`src/sv/rrp_pkg.sv`:
```
// Package with the shared types and constants of the rotation rate profile block.
package rrp_pkg;

    // Selector codes carried in the input tuser.
    localparam logic FUNC_START = 1'b0;
    localparam logic FUNC_TICK  = 1'b1;

    // Largest rate magnitude in Q8.24.
    localparam logic [31:0] RATE_MAX = 32'h7FFF_FFFF;

    // Reset values of the configuration registers.
    localparam logic [31:0] STEP_GAIN_RST     = 32'd0;
    localparam logic [31:0] SAMPLE_PERIOD_RST = 32'd4294967;
    localparam logic [15:0] RISE_LIMIT_RST    = 16'd4095;

    // Register indexes, taken from paddr[3:2].
    localparam logic [1:0] REG_STEP_GAIN     = 2'd0;
    localparam logic [1:0] REG_SAMPLE_PERIOD = 2'd1;
    localparam logic [1:0] REG_RISE_LIMIT    = 2'd2;

    typedef enum logic [2:0] {
        PH_IDLE = 3'b001,
        PH_RISE = 3'b010,
        PH_FALL = 3'b100
    } phase_t;

    typedef struct packed {
        logic [31:0] step_gain;
        logic [31:0] sample_period;
        logic [15:0] rise_limit;
    } cfg_t;

    typedef struct packed {
        logic [31:0] omega;
        logic        active;
        logic        last;
        logic        overrun;
    } result_t;

endpackage

```
`src/sv/rrp_cfg.sv`:
```
// Configuration register file of the rotation rate profile block, APB-style port.
module rrp_cfg
(
    input  logic                 clk,
    input  logic                 rst_n,
    input  logic                 psel,
    input  logic                 penable,
    input  logic                 pwrite,
    input  logic [3:0]           paddr,
    input  logic [31:0]          pwdata,
    output logic [31:0]          prdata,
    output logic                 pready,
    output rrp_pkg::cfg_t        cfg
);

    logic [31:0] step_gain_reg;
    logic [31:0] sample_period_reg;
    logic [15:0] rise_limit_reg;
    logic        wr_en;

    assign pready = 1'b1;
    assign wr_en  = psel && penable && pwrite && pready;

    always_ff @(posedge clk or negedge rst_n)
    begin
        if (!rst_n)
        begin
            step_gain_reg     <= rrp_pkg::STEP_GAIN_RST;
            sample_period_reg <= rrp_pkg::SAMPLE_PERIOD_RST;
            rise_limit_reg    <= rrp_pkg::RISE_LIMIT_RST;
        end
        else if (wr_en)
        begin
            case (paddr[3:2])
                rrp_pkg::REG_STEP_GAIN:     step_gain_reg     <= pwdata;
                rrp_pkg::REG_SAMPLE_PERIOD: sample_period_reg <= pwdata;
                rrp_pkg::REG_RISE_LIMIT:    rise_limit_reg    <= pwdata[15:0];
                default: ;
            endcase
        end
    end

    always_comb
    begin
        case (paddr[3:2])
            rrp_pkg::REG_STEP_GAIN:     prdata = step_gain_reg;
            rrp_pkg::REG_SAMPLE_PERIOD: prdata = sample_period_reg;
            rrp_pkg::REG_RISE_LIMIT:    prdata = {16'd0, rise_limit_reg};
            default:                    prdata = 32'd0;
        endcase
    end

    assign cfg.step_gain     = step_gain_reg;
    assign cfg.sample_period = sample_period_reg;
    assign cfg.rise_limit    = rise_limit_reg;

endmodule

```
`config.mk`:
```
export PLATFORM = sky130hd
export DESIGN_NAME = rrp_cfg
export DESIGN_NICKNAME = d
export VERILOG_FILES = /design/src/sv/rrp_pkg.sv /design/src/sv/rrp_cfg.sv
export SDC_FILE = /design/constraint.sdc
export NUM_CORES = 1
export LEC_CHECK = 0
export BUFFER_PORTS_ARGS = -buffer_cell sky130_fd_sc_hd__buf_2
export CAP_MARGIN = 20
export CORE_MARGIN = 2
export CORE_UTILIZATION = 50
export DETAILED_ROUTE_END_ITERATION = 6
export PLACE_DENSITY_LB_ADDON = 0.1
export SETUP_SLACK_MARGIN = 0.2
export SYNTH_ARGS = -nofsm -noshare
export SYNTH_HDL_FRONTEND = slang
export SYNTH_SLANG_ARGS = --single-unit
```
`constraint.sdc`:
```
create_clock -name clk -period 1.7 [get_ports clk]
set_input_delay 0.085 -clock clk [delete_from_list [all_inputs] [get_ports clk]]
set_output_delay 0.085 -clock clk [all_outputs]
set_load 0.005 [all_outputs]
```
Yosys cells after proc, flatten, opt, wreduce, memory -nomap -nowiden --
Index checks and enable logic that the tools add are counted.
Storage, ports and cells: output and inout bits 113, input port bits 41, word-level logic and storage cells 12, register bits after elaboration 80
Operators by class: multiplexer cells 1, equality and inequality tests 2, reductions and logical operators 6
Operator list (number):
- $pmux W32 S3 | 1
- $reduce_and A2 Y1 | 3
- $eq A2 B1 Y1 const B | 1
- $eq A2 B2 Y1 const B | 1
- $logic_and A1 B1 Y1 | 2
- $logic_not A2 Y1 | 1

Depth between registers and ports, before layout --
Gate-level depths: netlist of the first run.
word-level depth 3, gate-level depth with buffers 6

Worst setup path before layout of the first run --
No wires, ideal clock.
kind input port to flip-flop, from input port paddr[2], to register rise_limit_reg[12], path buffers 2, setup slack 384 ps, stages 4, data arrival time 1191 ps, required time 1575 ps, cells stage by stage buf_4 -> nor3b_2 -> buf_4 -> mux2_2
On the way: longest elaborated chain between the ends 2
RTL lines:
- start: declaration | RTL line rrp_cfg.sv:9 | input logic [3:0] paddr,
- $eq A2 B2 Y1 | RTL line rrp_cfg.sv:34 | case (paddr[3:2])
- $reduce_and A2 Y1 (no line)
- end signal: assignment | RTL line rrp_cfg.sv:30 | rise_limit_reg <= rrp_pkg::RISE_LIMIT_RST;
- end signal: assignment | RTL line rrp_cfg.sv:37 | rrp_pkg::REG_RISE_LIMIT: rise_limit_reg <= pwdata[15:0];
- end: declaration | RTL line rrp_cfg.sv:18 | logic [15:0] rise_limit_reg;
Every way passes these cells. A chain may end at the register's enable or synchronous reset.

Final worst setup path of the first run --
from register sample_period_reg[1], to output port prdata[1]
On the way: longest elaborated chain between the ends 1
RTL lines:
- start: declaration | RTL line rrp_cfg.sv:17 | logic [31:0] sample_period_reg;
- start signal: assignment | RTL line rrp_cfg.sv:29 | sample_period_reg <= rrp_pkg::SAMPLE_PERIOD_RST;
- start signal: assignment | RTL line rrp_cfg.sv:36 | rrp_pkg::REG_SAMPLE_PERIOD: sample_period_reg <= pwdata;
- $pmux W32 S3 | RTL line rrp_cfg.sv:45 | case (paddr[3:2])
- end: declaration | RTL line rrp_cfg.sv:11 | output logic [31:0] prdata,
Every way passes these cells.

==> summary.md, run 1 <==
| Metric | Value |
|---|---|
| Status | `complete, no violations` |
| CTS tree | `yes` |
| Area growth syn-to-layout | `38.6%` |
| Vias per inst | `4.99` |
| Synth Warn # | `0` |
| Antenna violations before repair | `0` |
| Cts bufs inserted | `9` |
| Slowest CP cell | `dfstp_2` |
| Startpoint types | `flop` |
| Unique masters post-synth | `19` |
| Final number of setup-violating endpoints | `0` |
| Top area cells in the synthesized netlist | `dfrtp_1 39%, dfstp_2 16%, mux2_2 15%` |
| Commonest cells in the netlist | `58 x dfrtp_1, 48 x mux2_2, 32 x mux2i_1, 30 x mux2_4, 22 x dfstp_2` |
| First-pass GRT wire length | `15.1 mm` |
| Hold Path Class | `input pin to flop` |
| Number of synthesized flops with an enable pin | `0` |
| Yosys top cell by area | `dfrtp_1` |
| Vias in the first global route | `2916` |
| Maxcap violations | `0` |
| Total Routing Usage GR | `23.4%` |
| Clk_lat worst skew | `330 ps` |
| Yosys top cell area share | `39.0%` |
| Fin crit share | `78.8%` |
| #FFs+latches synth | `80` |
| # IOs | `154` |
| Routed WL per cell | `16.5 um` |
| Hold Fails Final Rpt | `0` |
| Area occupied by registers | `2030 sq um` |
| DRT Pass-1 Iters | `4` |
| HPWL after detailed placement | `6.18 mm` |
| Filler Cell Count | `551` |
| CTS clk-pin slew, worst paths | `80 ps` |
| PortBufs | `150` |
| Post-Syn Instances | `265` |
| Die area | `8160 sq um` |
| Asr flop ratio synth | `100%` |
| RSZ-0062 raised after global routing | `false` |
| Layout cell share with drive strength beyond 1 | `61.7%` |
| Total global routing overflow | `0` |
| Final min period | `1340 ps` |
| Multi-input logic area | `1590 sq um` |
| Core ar. | `7210 sq um` |
| Worst-path maximum fanout | `3` |
| # rows | `31` |
| Maximum vdd drop | `664 uV` |
| Number of antenna diodes | `0` |
| Critical path buffer and inverter count | `1` |
| Via count | `2777` |
| Lkg Pwr | `2.68 nW` |
| Final core occ | `71.5%` |
| Post-route ant nets | `0` |
| Critical path, cell by cell | `mux2i_1 > o21ai_0 > buf_2` |
| Worst Setup End Kind | `output pin` |
| Final wirelength | `9.19 mm` |
| Required time worst endpoint | `1620 ps` |
| Fin nets | `493` |
| Clk_skew | `0 ps` |
| Most used DFF post-synth | `dfrtp_1` |
| Delay-heaviest family, CP | `flip-flops` |
| H-Tree Depth | `3` |
| Initial drt markers | `79` |
| Cts repair resizes | `0` |
| Crit Path Class | `flop to output pin` |
| DRC viols | `0` |
| Clk sinks | `80` |
| PwrDens | `1150 nW/um^2` |
| Die height | `90.3 um` |
| FMAX | `747 MHz` |
| Clock Root Buffer | `clkbuf_8` |
| Placer congestion estimate | `0.749` |
| Die Width | `90.3 um` |
| Critical path data arrival time | `1250 ps` |
| Starting Density | `51.6%` |
| Largest net degree at the start of global routing | `41` |
| Mapped cell area | `3720 sq um` |
| Net Count, Synth | `306` |
| Clock buffer depth | `2` |
| Top-count cell post-synth | `dfrtp_1` |
| Seq/Total Area, Yosys | `54.5%` |
| Syn Area/Cell | `14.1 sq um` |
| Setup tns final | `0 ps` |
| Slowest cell delay on critical path | `550 ps` |
| Final Slew Violations | `0` |
## layout make-up
cell class | count | area share (%)
clock buffers | 13 | 3.08
clock inverters | 3 | 1.26
multi-input cells | 166 | 30.9
flip-flops and latches | 80 | 39.3
well taps | 99 | 2.40
repair buffers | 195 | 23.1
## through the flow
| step | total power [mW] | hold WS (ps) | std cells | setup WS (ps) | area [sq um] |
|---|---|---|---|---|---|
| after global placement | 4.32 | -21.4 | 510 | 221 | 4640 |
| after floorplan | 3.55 | -211 | 265 | 384 | 3720 |
| after detailed placement | 4.39 | -21.3 | 510 | 213 | 4640 |
| final | 5.95 | 22.4 | 556 | 361 | 5160 |
| after global routing | 6.29 | 12.7 | 556 | 232 | 5160 |
| after CTS | 6.02 | 2.18 | 556 | 333 | 5160 |
## layer usage
layer | routed length (um) | up-vias | global-route usage [%]
li1 | - | 1296 | -
met2 | 4740 | 93 | 40.2
met4 | 105 | 0 | 8.72
met5 | 0 | - | 0
met3 | 434 | 9 | 3.84
met1 | 3910 | 1379 | 29.9
## cell families after synthesis
| group | after synthesis | share of synthesized area [%] |
|---|---|---|
| buffers and inverters | 19 | 3.09 |
| AO/OA/AOI/OAI | 16 | 2.15 |
| multiplexers | 112 | 35.8 |
| other | 1 | 0.101 |
| AND/OR/NAND/NOR | 37 | 4.37 |
| flip-flops | 80 | 54.5 |
## worst paths after layout
path / endpoint / slack, ps / cells past startpoint / from
worst max-delay path: prdata[1] / 360 / 3 / sample_period_reg[1]$_DFFE_PN1P_
worst max register to register: step_gain_reg[28]$_DFFE_PN0P_ / 870 / 1 / step_gain_reg[28]$_DFFE_PN0P_
worst min register to register: step_gain_reg[21]$_DFFE_PN0P_ / 520 / 1 / step_gain_reg[21]$_DFFE_PN0P_
max in group asynchronous: sample_period_reg[0]$_DFFE_PN1P_ / 880 / 3 / rst_n
min in group asynchronous: sample_period_reg[17]$_DFFE_PN0P_ / 160 / 2 / rst_n
worst min-delay path: step_gain_reg[6]$_DFFE_PN0P_ / 20 / 2 / pwdata[6]
## layout by cell type, fill, tap and decap left out, types with 2 or more instances in the layout
cell type,netlist,routed
buf_2,8,149
dfrtp_1,58,58
mux2_2,48,48
mux2i_1,32,32
mux2_4,30,30
dlygate4sd3_1,0,30
dfstp_2,22,22
nor2_1,16,16
nand2_1,16,16
o21ai_0,16,16
buf_4,3,14
clkbuf_8,0,11
mux2_1,2,2
bufinv_16,0,2
clkbuf_1,5,2
buf_12,0,2
## what timing repair did
item                      CTS  global route
setup buffers               0             0
hold buffers               30             0
hold endpoints to repair  123             0
## report_power, final
| part | total [mW] | leakage, nW | internal (mW) | switching, mW |
|---|---|---|---|---|
| Clock | 1.55 | 0.114 | 0.907 | 0.643 |
| Combinational | 1.61 | 1.63 | 0.995 | 0.613 |
| Sequential | 2.79 | 0.942 | 2.44 | 0.355 |
Power figures use the tool's default switching activity.
==> run 2: changes to the inputs <==
--- a/config.mk
+++ b/config.mk
@@ -8,7 +8,7 @@
 export BUFFER_PORTS_ARGS = -buffer_cell sky130_fd_sc_hd__buf_2
 export CAP_MARGIN = 20
 export CORE_MARGIN = 2
-export CORE_UTILIZATION = 50
+export CORE_UTILIZATION = 43
 export DETAILED_ROUTE_END_ITERATION = 6
 export PLACE_DENSITY_LB_ADDON = 0.1
 export SETUP_SLACK_MARGIN = 0.2
==> constraint.sdc (replaced) <==
create_clock -name clk -period 1.1 [get_ports clk]
set_input_delay 0.055 -clock clk [delete_from_list [all_inputs] [get_ports clk]]
set_output_delay 0.055 -clock clk [all_outputs]
set_load 0.005 [all_outputs]
==> run 2 against run 1 <==
Effect of this change:
- the flow now finishes with violations (negative setup slack)
- register-to-register slack lost 880 ps
- first-iteration DRC count grew 18%
- die area grew 16%
- clock skew is the same
- global-route usage grew 1.0 points
- routed wire length grew 35%
- count of clock-buffer cells in the layout shrank 3
- total power grew 100%
- critical path type unchanged
==> summary.md, run 2 (synthesis results as in run 1) <==
| Metric | Value |
|---|---|
| CTS tree | `yes` |
| Clock buffer depth | `2 (unchanged)` |
| Final wirelength | `12.4 mm (+35%)` |
| Design Power | `12.0 mW (+100%)` |
| Vias in the first global route | `3367 (+15%)` |
| Initial drt markers | `93 (+18%)` |
| Filler Cell Count | `437 (-21%)` |
| Final min period | `1320 ps` |
| Net Sw Frac | `27.0% (-0.069 points)` |
| First-pass GRT wire length | `18.2 mm (+20%)` |
| CTS clk-pin slew, worst paths | `90 ps (about the same)` |
| DRT Pass-1 Iters | `4 (unchanged)` |
| DRC viols | `0 (unchanged)` |
| Area occupied by registers | `2030 sq um (unchanged)` |
| Total Routing Usage GR | `24.4% (+1.0 points)` |
| Hold Path Class | `input pin to asynchronous set/reset pin` |
| PortBufs | `150 (unchanged)` |
| Vias per inst | `4.96 (-0.64%)` |
| Status | `complete, but fails checks` |
| Largest net degree at the start of global routing | `81 (+98%)` |
| Failing checks | `negative setup slack` |
| # rows | `33 (+6.5%)` |
| Lkg Pwr | `3.60 nW (+34%)` |
| Post-route ant nets | `0 (unchanged)` |
| Clock Power Share | `21.6% (-4.4 points)` |
| Worst Setup End Kind | `output pin` |
| Sequential Power Share | `36.2% (-11 points)` |
| Starting Density | `44.9% (-6.7 points)` |
| Final Slew Violations | `0 (unchanged)` |
| Hold Fails Final Rpt | `0 (unchanged)` |
| RSZ-0062 raised after global routing | `true` |
| Core ar. | `8300 sq um (+15%)` |
| Die height | `97.1 um (+7.5%)` |
| Area growth syn-to-layout | `87.3%` |
| Commonest non-fill, non-tap cells in the layout | `127 x buf_6, 103 x buf_2, 79 x mux2_4, 58 x dfrtp_1, 33 x dlygate4sd3_1` |
| Critical path data arrival time | `1270 ps (+20 ps)` |
| Placer congestion estimate | `0.746 (-0.41%)` |
| Total global routing overflow | `0 (unchanged)` |
| Required time worst endpoint | `1040 ps (-580 ps)` |
| Maximum vdd drop | `1060 uV (+60%)` |
| Cts bufs inserted | `9 (unchanged)` |
| Via count | `3315 (+19%)` |
| Combinational Power Share | `42.2% (+15 points)` |
| P_sw | `3.25 mW (+100%)` |
| Worst-path maximum fanout | `2 (-1)` |
| Crit Path Class | `flop to output pin` |
| Multi-input logic area | `1800 sq um (+13%)` |
| Internal | `8.78 mW (+100%)` |
| Clk_lat worst skew | `340 ps (about the same)` |
| Antenna violations before repair | `0 (unchanged)` |
| Fin crit share | `120%` |
| Die area | `9420 sq um (+16%)` |
| Number of antenna diodes | `0 (unchanged)` |
| PnR worst setup slack | `-221 ps (-581 ps)` |
| Maxcap violations | `0 (unchanged)` |
| PwrDens | `1720 nW/um^2 (+49%)` |
| Routed WL per cell | `18.5 um (+12%)` |
| Clk sinks | `80 (unchanged)` |
| FMAX | `757 MHz` |
| Die Width | `97.1 um (+7.5%)` |
| Final number of setup-violating endpoints | `56 (+56)` |
| Clock Root Buffer | `clkbuf_8` |
| HPWL after detailed placement | `6.04 mm (-2.2%)` |
| Pre-CTS setup slack | `-290 ps (-503 ps)` |
| # IOs | `154 (unchanged)` |
| Commonest non-fill, non-tap cell in the layout | `buf_6` |
| Layout cell share with drive strength beyond 1 | `69.6% (+7.9 points)` |
| H-Tree Depth | `3 (unchanged)` |
| Clk_skew | `0 ps (unchanged)` |
| Fin nets | `599 (+22%)` |
| Startpoint types | `flop` |
==> run 2: changes by cell type in the layout (fill, tap and decap cells not counted), moves of 2 or more <==
cell | before | now
buf_6 | 0 | 127
mux2_4 | 30 | 79
mux2_2 | 48 | 1
buf_2 | 149 | 103
o21ai_0 | 16 | 0
o21ai_1 | 0 | 15
buf_4 | 14 | 24
buf_16 | 0 | 6
buf_12 | 2 | 6
dlygate4sd3_1 | 30 | 33
clkbuf_8 | 11 | 9
mux2_1 | 2 | 0
==> run 2: worst max-delay path, stage by stage, from the launching register on <==
cell     delay (ps)
dfstp_2         550
mux2i_1          80
o21ai_1         160
buf_2           130
==> run 2: metal layers <==
layer | routed length (um) | global-route usage, %
met3 | 506 | 4.39
met4 | 191 | 6.93
met2 | 6440 | 41.7
met1 | 5250 | 31.9
met5 | 0 | 0
==> run 2: path summary, 6_finish.rpt <==
kind                                                      to  slack, ps  cells past startpoint                              start
max                                               prdata[15]       -220                      3  sample_period_reg[15]$_DFFE_PN1P_
min                             step_gain_reg[2]$_DFFE_PN0P_        300                      3                              rst_n
max reg2reg                sample_period_reg[22]$_DFFE_PN1P_        -10                      5  sample_period_reg[22]$_DFFE_PN1P_
min reg2reg                 sample_period_reg[6]$_DFFE_PN0P_        540                      1   sample_period_reg[6]$_DFFE_PN0P_
max in group asynchronous  sample_period_reg[22]$_DFFE_PN1P_        470                      3                              rst_n
min in group clk              rise_limit_reg[14]$_DFFE_PN0P_        350                      5                           paddr[2]
==> run 2: layout make-up <==
class	count	share of cell area, %
tap	105	1.88
multi-input combinational	166	25.8
clock inverter	6	1.54
sequential	80	29.1
timing repair buffer	301	39.9
clock buffer	10	1.83
==> run 2: timing repair <==
action	4_1_cts	5_1_grt
endpoints found under the setup margin	186	191
cloned	6	1
resized for setup	140	49
hold buffers	33	0
pin swaps	15	19
hold endpoints to repair	138	0
buffers inserted	56	38
==> run 2: through the flow <==
stage                     utilization [%]  hold WS [ps]  area, sq um  setup TNS, ps  instances
after floorplan                         -          -241         3850          -5120        265
after global routing                 84.1           312         6980          -6890        668
after global placement               57.3           116         4750         -17170        518
final                                84.1           296         6980          -4000        668
after CTS                            78.2           301         6490          -2960        629
after detailed placement             57.3           115         4750         -18430        518
==> run 2: power groups by stage <==
| stage | Clock (mW) | Combinational, mW | Sequential, mW |
|---|---|---|---|
| finish | 2.59 | 5.08 | 4.35 |
| global route | 2.77 | 5.39 | 4.42 |
| global placement | 0 | 2.45 | 4.35 |
| CTS | 2.61 | 4.19 | 4.30 |
| detailed placement | 0 | 2.49 | 4.37 |
| floorplan | 0 | 1.23 | 4.34 |
