`config.mk`:
```
export PLATFORM = sky130hd
export DESIGN_NAME = rrp_out_reg
export DESIGN_NICKNAME = d
export VERILOG_FILES = /design/src/sv/rrp_pkg.sv /design/src/sv/rrp_out_reg.sv
export SDC_FILE = /design/constraint.sdc
export NUM_CORES = 1
export LEC_CHECK = 0
export BUFFER_PORTS_ARGS = -buffer_cell sky130_fd_sc_hd__buf_2
export CORE_MARGIN = 4
export CORE_UTILIZATION = 35
export DETAILED_ROUTE_END_ITERATION = 6
export GPL_TIMING_DRIVEN = 1
export PLACE_DENSITY = 0.7
export SLEW_MARGIN = 20
export SYNTH_ARGS = -nofsm -noshare
export SYNTH_HDL_FRONTEND = slang
export SYNTH_SLANG_ARGS = --single-unit
```
`constraint.sdc`:
```
create_clock -name clk -period 0.8 [get_ports clk]
set_input_delay 0.04 -clock clk [delete_from_list [all_inputs] [get_ports clk]]
set_output_delay 0.04 -clock clk [all_outputs]
set_load 0.01 [all_outputs]
```
`src/sv/rrp_pkg.sv`:
```
// Package with the shared types and constants of the rotation rate profile block.
package rrp_pkg;

    // Selector codes carried in the input tuser.
    localparam logic FUNC_START = 1'b0;
    localparam logic FUNC_TICK  = 1'b1;

    // Largest rate magnitude in Q8.24.
    localparam logic [31:0] RATE_MAX = 32'h7FFF_FFFF;

    // Reset values of the configuration registers.
    localparam logic [31:0] STEP_GAIN_RST     = 32'd0;
    localparam logic [31:0] SAMPLE_PERIOD_RST = 32'd4294967;
    localparam logic [15:0] RISE_LIMIT_RST    = 16'd4095;

    // Register indexes, taken from paddr[3:2].
    localparam logic [1:0] REG_STEP_GAIN     = 2'd0;
    localparam logic [1:0] REG_SAMPLE_PERIOD = 2'd1;
    localparam logic [1:0] REG_RISE_LIMIT    = 2'd2;

    typedef enum logic [2:0] {
        PH_IDLE = 3'b001,
        PH_RISE = 3'b010,
        PH_FALL = 3'b100
    } phase_t;

    typedef struct packed {
        logic [31:0] step_gain;
        logic [31:0] sample_period;
        logic [15:0] rise_limit;
    } cfg_t;

    typedef struct packed {
        logic [31:0] omega;
        logic        active;
        logic        last;
        logic        overrun;
    } result_t;

endpackage

```
`src/sv/rrp_out_reg.sv`:
```
// Result register of the rotation rate profile block, driving the master stream side.
module rrp_out_reg
(
    input  logic               clk,
    input  logic               rst_n,
    input  logic               load,
    input  rrp_pkg::result_t   res,
    output logic               can_load,
    output logic               m_tvalid,
    input  logic               m_tready,
    output logic [31:0]        m_tdata,
    output logic [1:0]         m_tuser,
    output logic               m_tlast
);

    logic             valid_reg, valid_next;
    rrp_pkg::result_t res_reg;

    assign can_load   = !valid_reg || m_tready;
    assign valid_next = load ? 1'b1 : (m_tready ? 1'b0 : valid_reg);

    always_ff @(posedge clk or negedge rst_n)
    begin
        if (!rst_n)
        begin
            valid_reg <= 1'b0;
        end
        else
        begin
            valid_reg <= valid_next;
        end
    end

    always_ff @(posedge clk)
    begin
        if (load)
        begin
            res_reg <= res;
        end
    end

    assign m_tvalid = valid_reg;
    assign m_tdata  = res_reg.omega;
    assign m_tuser  = {res_reg.overrun, res_reg.active};
    assign m_tlast  = res_reg.last;

endmodule

```
Word level (Yosys, flattened, before mapping). Index checks and enable logic that the tools add are counted.

Register bits after elaboration: 36.

Muxes and demuxes: 2. Reduce and logical (&&, ||, !) cells: 3.

Operators by type and width (number): 1-bit two-way mux (2); 2-bit nonzero test (1); 1-bit logical NOT (1); 1-bit logical OR (1).

Longest topological paths before layout. Gate-level depths: netlist of run 1.

Depth after elaboration: 2. Depth in mapped cells: 2. Mapped depth without buffers: 2.

Least setup slack after synthesis of run 1. No wires, ideal clock.

Path type: register -> register. From: register m_tvalid (netlist name). To: register valid_reg (netlist: m_tvalid). Data required time: 0.679 ns. Path buffers: 0. Clock period less this slack: 0.689 ns. Setup time: 0.121 ns. Data arrival time: 0.568 ns. Stages on the path, launching flop included: 3. Path slack: 0.111 ns. Path through: dfrtp_1 -> nand2b_4 -> nand2b_2.

RTL lines: end signal, assigned (line rrp_out_reg.sv:30) `valid_reg <= valid_next;`; end, declared (line rrp_out_reg.sv:16) `logic valid_reg, valid_next;`.

Final worst setup path of run 1.
From: register valid_reg (netlist: m_tvalid). To: output port can_load.

Word-level cells in the longest chain between the ends: 2.

Ends and longest elaborated chain: 1-bit logical NOT (line rrp_out_reg.sv:19) `assign can_load = !valid_reg || m_tready;`; 1-bit logical OR (line rrp_out_reg.sv:19); end, declared (line rrp_out_reg.sv:8) `output logic can_load,`.

Every way passes these cells.

==> results.py, run 1 <==
metrics = {
    "global_route": {
        "antenna_found_initial": 0,
        "overflow": 0,
        "grt_pass1_vias": 954,
        "grt_max_degree": 22,
        "grt_pass1_wl_um": 4380,
        "grt_use_total_pct": 14.7,
    },
    "die": {
        "initial_core_util_pct": 36.3,
        "io_pins": 76,
        "core_mm2": 0.00303,
        "rows": 20,
        "fp.dieH_um": 64.0,
        "dieArea_mm2": 0.00410,
        "fp.dieW_um": 64.0,
    },
    "worst_setup_path": {
        "worstPathRequired_ns": 0.76,
        "regToRegStartpoint": "m_tvalid",
        "arrival_ns": 0.93,
        "slowest_delay_ns": 0.42,
        "reg2regPathDepth": 4,
        "start_kind": "register",
        "cpMaxStageDelayCell": "dfrtp_1",
        "endpoint_kind": "primary output",
        "crit_path_cell_trace": "nand2b_4, buf_6",
        "worstSetupPathType": "reg -> out",
        "crit_fanout": 2,
        "r2r_slack_ns": -0.05,
        "rr_endpoint": "m_tvalid",
    },
    "hold_path": {
        "hold_start": "load",
        "whs_path_depth": 2,
        "hold_end": "m_tdata[3]",
        "hold_path.class": "in -> reg",
    },
    "sta": {
        "tightest_slew_ns": 0.129,
        "relSlewSlack_pct": 91.4,
        "timing.final.crit_share_pct": 121,
        "worst_slack_ns": -0.168,
        "rsz0062_at_grt": "yes",
        "clock_skew_ns": 0,
        "fin_crit_ns": 0.968,
        "hold_viol": 0,
        "final_max_slew_viol_count": 0,
        "fmax_mhz": 1030,
        "finalSetupViolCount": 38,
    },
    "detailed_routing": {
        "num_vias": 830,
        "drt_pass1_iterations": 4,
        "dr.first_iter.drc_count": 10,
        "drc": 0,
        "vias_per_cell": 4.03,
        "ant_nets": 0,
        "wl_per_cell_um": 13.4,
        "routed_wirelength_um": 2760,
    },
    "final_layout": {
        "layout.cells.non_filler": 206,
        "area_growth_pct": 83.6,
        "fill_cells": 215,
        "seqCellArea_mm2": 0.00108,
        "n_antenna_cell": 0,
        "drive_gt1_share_pct": 54.3,
        "multiInputGateArea_um2": 22.5,
        "fin_nets": 200,
        "utilization_pct": 66.6,
    },
    "clocking": {
        "clockRootBuffer": "clkbuf_4",
        "cts_tree": "yes",
        "cts_buffer_depth": 2,
        "clk_pin_slew_ns": 0.12,
        "cts_made_buffers": 5,
        "clk_latency_ns": 0.32,
        "cts.htree.levels": 2,
        "cts_sinks": 36,
    },
    "place": {
        "place.gp.congestion": 0.608,
        "io_buffers": 75,
        "dp_hpwl_um": 1660,
        "dp_cells": 159,
    },
    "yosys": {
        "syn_avg_cell_area_um2": 28.9,
        "netlist_instances": 38,
        "synth_edf_count": 35,
        "ys_seq_area_share_pct": 97.9,
        "synth.distinct_cells": 4,
        "synth.area.top_cells": "edfxtp_1 (96%), dfrtp_1 (2.3%), nand2b_4 (1.3%), nand2b_2 (0.80%)",
        "ys_warn_count": 0,
        "yosysMostFrequentCell": "edfxtp_1",
        "yosysTopAreaCellShare_pct": 95.7,
        "synth.cell_area_mm2": 0.00110,
        "dominantRegCellSynth": "edfxtp_1",
        "synthTopCellsByCount": "edfxtp_1 (35), dfrtp_1 (1), nand2b_2 (1), nand2b_4 (1)",
        "yosysTopAreaCell": "edfxtp_1",
        "ys_seq_elements": 36,
        "ys_async_sr_fraction_pct": 2.78,
        "syn-num-nets": 77,
    },
    "flow_run": {
        "cap_violations": 0,
    },
    "power_and_ir_drop": {
        "ir_drop_v": 0.00126,
        "powerDensity_mw_per_mm2": 1840,
        "leakage_uw": 0.000869,
    },
    "status": {
        "status": "finished with violations",
        "violations": "setup timing",
    },
}
-- cells in the final DEF (no fill, tap or decap) --
master / netlist / layout
nand2b_2: 1 / 1
clkinv_1: 0 / 1
dfrtp_1: 1 / 1
buf_6: 0 / 1
clkbuf_4: 0 / 5
clkinvlp_4: 0 / 2
dlygate4sd3_1: 0 / 37
buf_12: 0 / 2
buf_2: 0 / 74
buf_4: 0 / 2
edfxtp_1: 35 / 35
nand2b_4: 1 / 1
-- worst max-delay path by stage --
stage,endpoint,from,slack [ns]
floorplan,m_tvalid,m_tvalid,0.11
global placement,m_tdata[6],load,0.15
detailed placement,m_tuser[1],load,0.13
CTS,can_load,m_tvalid,-0.19
global route,can_load,m_tvalid,-0.23
finish,can_load,m_tvalid,-0.17
-- layer usage --
layer  share of wire [%]  track usage [%]  vias to the layer above
li1                    -                -                      396
met1                  33             13.5                      375
met2                  54             27.2                       52
met3                  12             7.73                        7
met4                 1.5             4.85                        0
met5                   0                0                        -
-- timing repair --
item | in CTS | in global routing
setup endpoints to repair | 37 | 37
pin swaps | 0 | 0
hold buffers | 37 | 0
gates cloned | 0 | 0
buffers inserted | 1 | 1
endpoints found under the hold margin | 36 | 0
resized for setup | 1 | 0
-- state kept, by name, summed over array words and instances, names as in the netlist --
register / flops
m_tvalid: 1
m_tlast: 1
m_tdata: 32
m_tuser: 2
-- per-stage QoR --
stage / power (uW) / worst slack (ns) / cell area (um^2) / hold slack (ns) / setup TNS, ns
CTS: 3750 / -0.186 / 2010 / 0.0438 / -4.10
floorplan: 2410 / 0.111 / 1100 / -0.256 / 0
global route: 3920 / -0.227 / 2020 / 0.125 / -5.57
finish: 3710 / -0.168 / 2020 / 0.138 / -3.23
global placement: 2680 / 0.145 / 1570 / -0.185 / 0
detailed placement: 2690 / 0.125 / 1570 / -0.182 / 0
-- cell type report --
cell class	count	share of cell area [%]
clock buffer	5	1.86
clock inverter	3	0.931
multi-input combinational	2	1.12
sequential	36	53.3
tap	44	2.73
timing repair buffer	116	40.0
-- report_power, final --
| part | switching, uW | total [uW] | internal, uW |
|---|---|---|---|
| clock network | 573 | 904 | 331 |
| logic | 228 | 543 | 315 |
| registers | 36.8 | 2270 | 2230 |
| total | 838 | 3710 | 2880 |
-- worst max-delay path, delay by kind of cell, from the launching register on --
kind	cells	cell delay, ns
DFF	1	0.42
buffers and inverters	1	0.10
and+or+nand+nor	1	0.08
-- cells by family after synthesis --
group,synth area share (%)
flip-flops,97.9
AND/OR/NAND/NOR,2.05
(Power assumes the default switching activity.)
==> inputs of run 2 (changes only) <==
--- a/config.mk
+++ b/config.mk
@@ -11,7 +11,7 @@
 export DETAILED_ROUTE_END_ITERATION = 6
 export GPL_TIMING_DRIVEN = 1
 export PLACE_DENSITY = 0.7
-export SLEW_MARGIN = 20
+export RECOVER_POWER = 25
 export SYNTH_ARGS = -nofsm -noshare
 export SYNTH_HDL_FRONTEND = slang
 export SYNTH_SLANG_ARGS = --single-unit
==> results.py, run 2 (synthesis results as in run 1) <==
metrics = {
    "clocking": {
        "cts_sinks": 36,
        "cts.htree.levels": 2,
        "clk_latency_ns": 0.32,
        "clockRootBuffer": "clkbuf_4",
        "cts_tree": "yes",
        "cts_buffer_depth": 2,
        "clk_pin_slew_ns": 0.11,
        "cts_made_buffers": 5,
    },
    "detailed_routing": {
        "drt_pass1_iterations": 4,
        "vias_per_cell": 4.03,
        "num_vias": 830,
        "routed_wirelength_um": 2770,
        "ant_nets": 0,
        "dr.first_iter.drc_count": 10,
        "drc": 0,
        "wl_per_cell_um": 13.4,
    },
    "global_route": {
        "grt_pass1_wl_um": 4380,
        "grt_max_degree": 22,
        "grt_pass1_vias": 954,
        "antenna_found_initial": 0,
        "overflow": 0,
        "grt_use_total_pct": 14.7,
    },
    "status": {
        "status": "finished with violations",
        "violations": "setup timing",
    },
    "sta": {
        "fin_crit_ns": 0.967,
        "relSlewSlack_pct": 67.9,
        "timing.final.crit_share_pct": 121,
        "clock_skew_ns": 0,
        "worst_slack_ns": -0.167,
        "hold_viol": 0,
        "fmax_mhz": 1030,
        "finalSetupViolCount": 38,
        "final_max_slew_viol_count": 0,
        "tightest_slew_ns": 0.481,
        "rsz0062_at_grt": "yes",
    },
    "final_layout": {
        "fill_cells": 217,
        "seqCellArea_mm2": 0.00108,
        "drive_gt1_share_pct": 53.7,
        "layout_common_cells": "buf_2 (73), dlygate4sd3_1 (37), edfxtp_1 (35)",
        "final_common_cell": "buf_2",
        "layout.cells.non_filler": 206,
        "area_growth_pct": 80.8,
        "largest_register_ff_count": 32,
        "n_antenna_cell": 0,
        "fin_nets": 200,
        "multiInputGateArea_um2": 22.5,
    },
    "worst_setup_path": {
        "reg2regPathDepth": 4,
        "crit_path_cell_trace": "nand2b_4, buf_6",
        "path_buf_inv": 1,
        "cpLargestDelayFamily": "flip-flops",
        "slowest_delay_ns": 0.42,
        "regToRegStartpoint": "m_tvalid",
        "r2r_slack_ns": -0.05,
        "cpMaxStageDelayCell": "dfrtp_1",
        "rr_endpoint": "m_tvalid",
        "start_kind": "register",
        "worstSetupPathType": "reg -> out",
        "arrival_ns": 0.93,
        "endpoint_kind": "primary output",
        "worstPathRequired_ns": 0.76,
        "crit_fanout": 2,
    },
    "die": {
        "initial_core_util_pct": 36.3,
        "rows": 20,
        "io_pins": 76,
        "fp.dieH_um": 64.0,
        "fp.dieW_um": 64.0,
        "dieArea_mm2": 0.00410,
        "core_mm2": 0.00303,
    },
    "power_and_ir_drop": {
        "ir_drop_v": 0.00124,
        "leakage_uw": 0.000856,
        "powerDensity_mw_per_mm2": 1860,
    },
    "place": {
        "io_buffers": 75,
        "post-place-ws_ns": 0.125,
        "dp_cells": 159,
        "dp_hpwl_um": 1660,
        "place.gp.congestion": 0.608,
    },
    "hold_path": {
        "hold_path.class": "in -> reg",
        "hold_end": "m_tvalid",
        "whs_path_depth": 5,
        "hold_start": "m_tready",
    },
    "flow_run": {
        "cap_violations": 0,
    },
}
run 2: changes by cell type in the layout (fill, tap and decap cells not counted):
cell and change:
clkbuf_2 +2, buf_2 -1, clkbuf_1 +1, buf_12 -2
run 2: power breakdown:
group          leakage [uW]  switching [uW]  internal [uW]  total, uW
logic              0.000477             225            298        523
clock network     0.0000249             577            331        908
registers          0.000353            36.7           2230       2270
total              0.000856             838           2860       3700
run 2: layer usage:
layer | track usage (%) | vias to the layer above | share of wire, %
met5 | 0 | - | 0
met3 | 7.73 | 7 | 12
met4 | 4.85 | 0 | 1.4
li1 | - | 395 | -
met1 | 13.5 | 372 | 32
met2 | 27.2 | 56 | 54
run 2: what timing repair did:
item | 4_1_cts | 5_1_grt
gates resized for setup | 1 | 0
hold endpoints to repair | 36 | 0
setup endpoints to repair | 37 | 37
hold buffers | 37 | 0
buffers inserted | 1 | 1
run 2: through the flow:
step	total power, uW	setup TNS (ns)	util, %	hold slack, ns	instance area [um^2]
2_1_floorplan	2410	0	-	-0.256	1100
3_3_place_gp	2680	0	51.8	-0.185	1570
3_5_place_dp	2690	0	51.8	-0.182	1570
4_1_cts	3750	-4.10	66.4	0.0438	2010
5_1_grt	3900	-5.58	65.6	0.154	1990
6_report	3700	-3.28	65.6	0.169	1990
run 2: worst max-delay path by stage:
| stage | start | to | slack (ns) | depth (start not counted) |
|---|---|---|---|---|
| floorplan | m_tvalid | m_tvalid | 0.11 | 2 |
| global placement | load | m_tdata[6] | 0.15 | 2 |
| detailed placement | load | m_tuser[1] | 0.13 | 2 |
| CTS | m_tvalid | can_load | -0.19 | 2 |
| global route | m_tvalid | can_load | -0.23 | 2 |
| finish | m_tvalid | can_load | -0.17 | 2 |
run 2: tightest hold or removal path, delay by kind of cell:
| kind | cells | cell delay, ns |
|---|---|---|
| simple gates | 2 | 0.16 |
| buf+inv | 3 | 0.26 |
run 2: cell type report:
type	instances	area share, %
Clock buffer	5	1.89
Multi-Input combinational cell	2	1.13
Tap cell	44	2.77
Timing Repair Buffer	116	39.1
Clock inverter	3	0.945
Sequential cell	36	54.2
==> inputs of run 3 (changes only) <==
--- a/config.mk
+++ b/config.mk
@@ -5,12 +5,12 @@
 export SDC_FILE = /design/constraint.sdc
 export NUM_CORES = 1
 export LEC_CHECK = 0
-export BUFFER_PORTS_ARGS = -buffer_cell sky130_fd_sc_hd__buf_2
 export CORE_MARGIN = 4
-export CORE_UTILIZATION = 35
+export CORE_UTILIZATION = 48
 export DETAILED_ROUTE_END_ITERATION = 6
+export DONT_BUFFER_PORTS = 1
 export GPL_TIMING_DRIVEN = 1
-export PLACE_DENSITY = 0.7
+export PLACE_DENSITY = 0.63
 export RECOVER_POWER = 25
 export SYNTH_ARGS = -nofsm -noshare
 export SYNTH_HDL_FRONTEND = slang
==> results.py, run 3 (synthesis results as in run 1) <==
metrics = {
    "place": {
        "place.gp.congestion": 0.621,
        "placed_cell_area_mm2": 0.00114,
        "dp_cells": 67,
        "io_buffers": 0,
    },
    "global_route": {
        "grt_pass1_wl_um": 3040,
        "antenna_found_initial": 0,
        "overflow": 0,
        "grt_pass1_vias": 554,
        "grt_use_total_pct": 13.8,
        "grt_max_degree": 37,
    },
    "worst_setup_path": {
        "crit_path_cell_trace": "buf_6",
        "worstPathRequired_ns": 0.76,
        "endpoint_kind": "primary output",
        "path_buf_inv": 1,
        "arrival_ns": 0.88,
        "r2r_slack_ns": 0.09,
        "crit_fanout": 2,
        "cpMaxStageDelayCell": "dfrtp_1",
        "cp-endpoint": "m_tvalid",
        "reg2regPathDepth": 2,
        "cpLargestDelayFamily": "flip-flops",
        "worstSetupStartpoint": "m_tvalid",
        "start_kind": "register",
        "crit_cells": 1,
        "slowest_delay_ns": 0.43,
        "worstSetupPathType": "reg -> out",
        "regToRegStartpoint": "m_tvalid",
        "rr_endpoint": "m_tvalid",
    },
    "sta": {
        "hold_viol": 36,
        "timing.final.crit_share_pct": 115,
        "clock_skew_ns": 0,
        "whs_ns": -0.175,
        "rsz0062_at_grt": "yes",
        "finalSetupViolCount": 12,
        "fmax_mhz": 1080,
        "fin_crit_ns": 0.923,
        "final_max_slew_viol_count": 0,
        "relSlewSlack_pct": 89.3,
        "tightest_slew_ns": 0.160,
        "worst_slack_ns": -0.123,
    },
    "final_layout": {
        "layout_common_cells": "dlygate4sd3_1 (37), edfxtp_1 (35), clkbuf_4 (5)",
        "final_common_cell": "dlygate4sd3_1",
        "area_growth_pct": 42.5,
        "fill_cells": 135,
        "fin_nets": 122,
        "n_antenna_cell": 0,
        "final_cell_area_mm2": 0.00157,
        "largest_register_ff_count": 32,
        "layout.cells.non_filler": 112,
        "drive_gt1_share_pct": 10.7,
    },
    "die": {
        "fp.dieW_um": 55.8,
        "fp.dieH_um": 55.8,
        "io_pins": 76,
        "rows": 17,
        "initial_core_util_pct": 50.1,
        "core_mm2": 0.00219,
        "dieArea_mm2": 0.00312,
    },
    "clocking": {
        "cts.htree.levels": 2,
        "cts_setup_buffers": 0,
        "clk_pin_slew_ns": 0.10,
        "clk_latency_ns": 0.31,
        "cts_sinks": 36,
        "cts_made_buffers": 5,
        "cts_buffer_depth": 2,
        "cts_tree": "yes",
        "clockRootBuffer": "clkbuf_4",
        "postCtsHoldBufs": 37,
    },
    "detailed_routing": {
        "ant_nets": 0,
        "dr.first_iter.drc_count": 17,
        "vias_per_cell": 4.87,
        "drc": 0,
        "num_vias": 545,
        "wl_per_cell_um": 18.5,
        "routed_wirelength_um": 2070,
        "drt_pass1_iterations": 4,
    },
    "hold_path": {
        "hold_path.class": "in -> reg",
    },
    "status": {
        "status": "finished with violations",
        "violations": "hold timing, setup timing",
    },
    "power_and_ir_drop": {
        "leakage_uw": 0.000555,
        "powerDensity_mw_per_mm2": 2160,
        "ir_drop_v": 0.00141,
    },
    "flow_run": {
        "cap_violations": 0,
    },
}
-- run 3: changes by cell type in the layout (fill, tap and decap cells not counted) --
cell	before	now
clkinvlp_4	2	0
clkinv_2	0	1
buf_2	73	0
clkinv_1	1	0
clkbuf_2	2	0
buf_4	2	0
clkbuf_1	1	2
-- run 3: area by class of cell --
type / instances / area (um^2) / share of cell area [%]
Clock buffer: 7 / 45.0 / 2.88
Clock inverter: 1 / 5.00 / 0.320
Multi-Input combinational cell: 2 / 22.5 / 1.44
Sequential cell: 36 / 1080 / 68.7
Tap cell: 28 / 35.0 / 2.24
Timing Repair Buffer: 38 / 382 / 24.4
-- run 3: repair_timing --
item	CTS	global route
setup endpoints to repair	31	37
hold endpoints to repair	72	36
pin swaps	0	0
resized for setup	1	0
-- run 3: worst min path at each step --
stage,cells after the start,to,slack (ns),startpoint
2_1_floorplan,0,m_tvalid,-0.26,rst_n
3_3_place_gp,0,m_tvalid,-0.26,rst_n
3_5_place_dp,0,m_tvalid,-0.26,rst_n
4_1_cts,0,m_tdata[1],-0.19,load
5_1_grt,0,m_tdata[8],-0.21,load
6_report,0,m_tdata[17],-0.18,load
-- run 3: power by group --
group	total, uW	internal [uW]	switching [uW]
clock	840	342	497
combinational	168	133	35.1
sequential	2380	2240	138
-- run 3: routing by layer --
metal / track usage [%] / vias up / wire (um)
met3: 9.28 / 5 / 241
li1: - / 242 / -
met4: 6.44 / 0 / 49
met5: 0 / - / 0
met2: 23.6 / 45 / 1130
met1: 12.3 / 253 / 644
-- run 3: stage by stage --
| stage | TNS, ns | power [uW] | util, % | setup slack, ns | hold slack, ns |
|---|---|---|---|---|---|
| after detailed placement | 0 | 2450 | 52.1 | 0.108 | -0.256 |
| after floorplan | 0 | 2410 | - | 0.111 | -0.256 |
| after global routing | -1.64 | 3540 | 71.4 | -0.167 | -0.211 |
| after global placement | 0 | 2440 | 52.1 | 0.143 | -0.256 |
| final | -0.291 | 3390 | 71.4 | -0.123 | -0.175 |
| after CTS | -0.609 | 3410 | 71.4 | -0.143 | -0.188 |
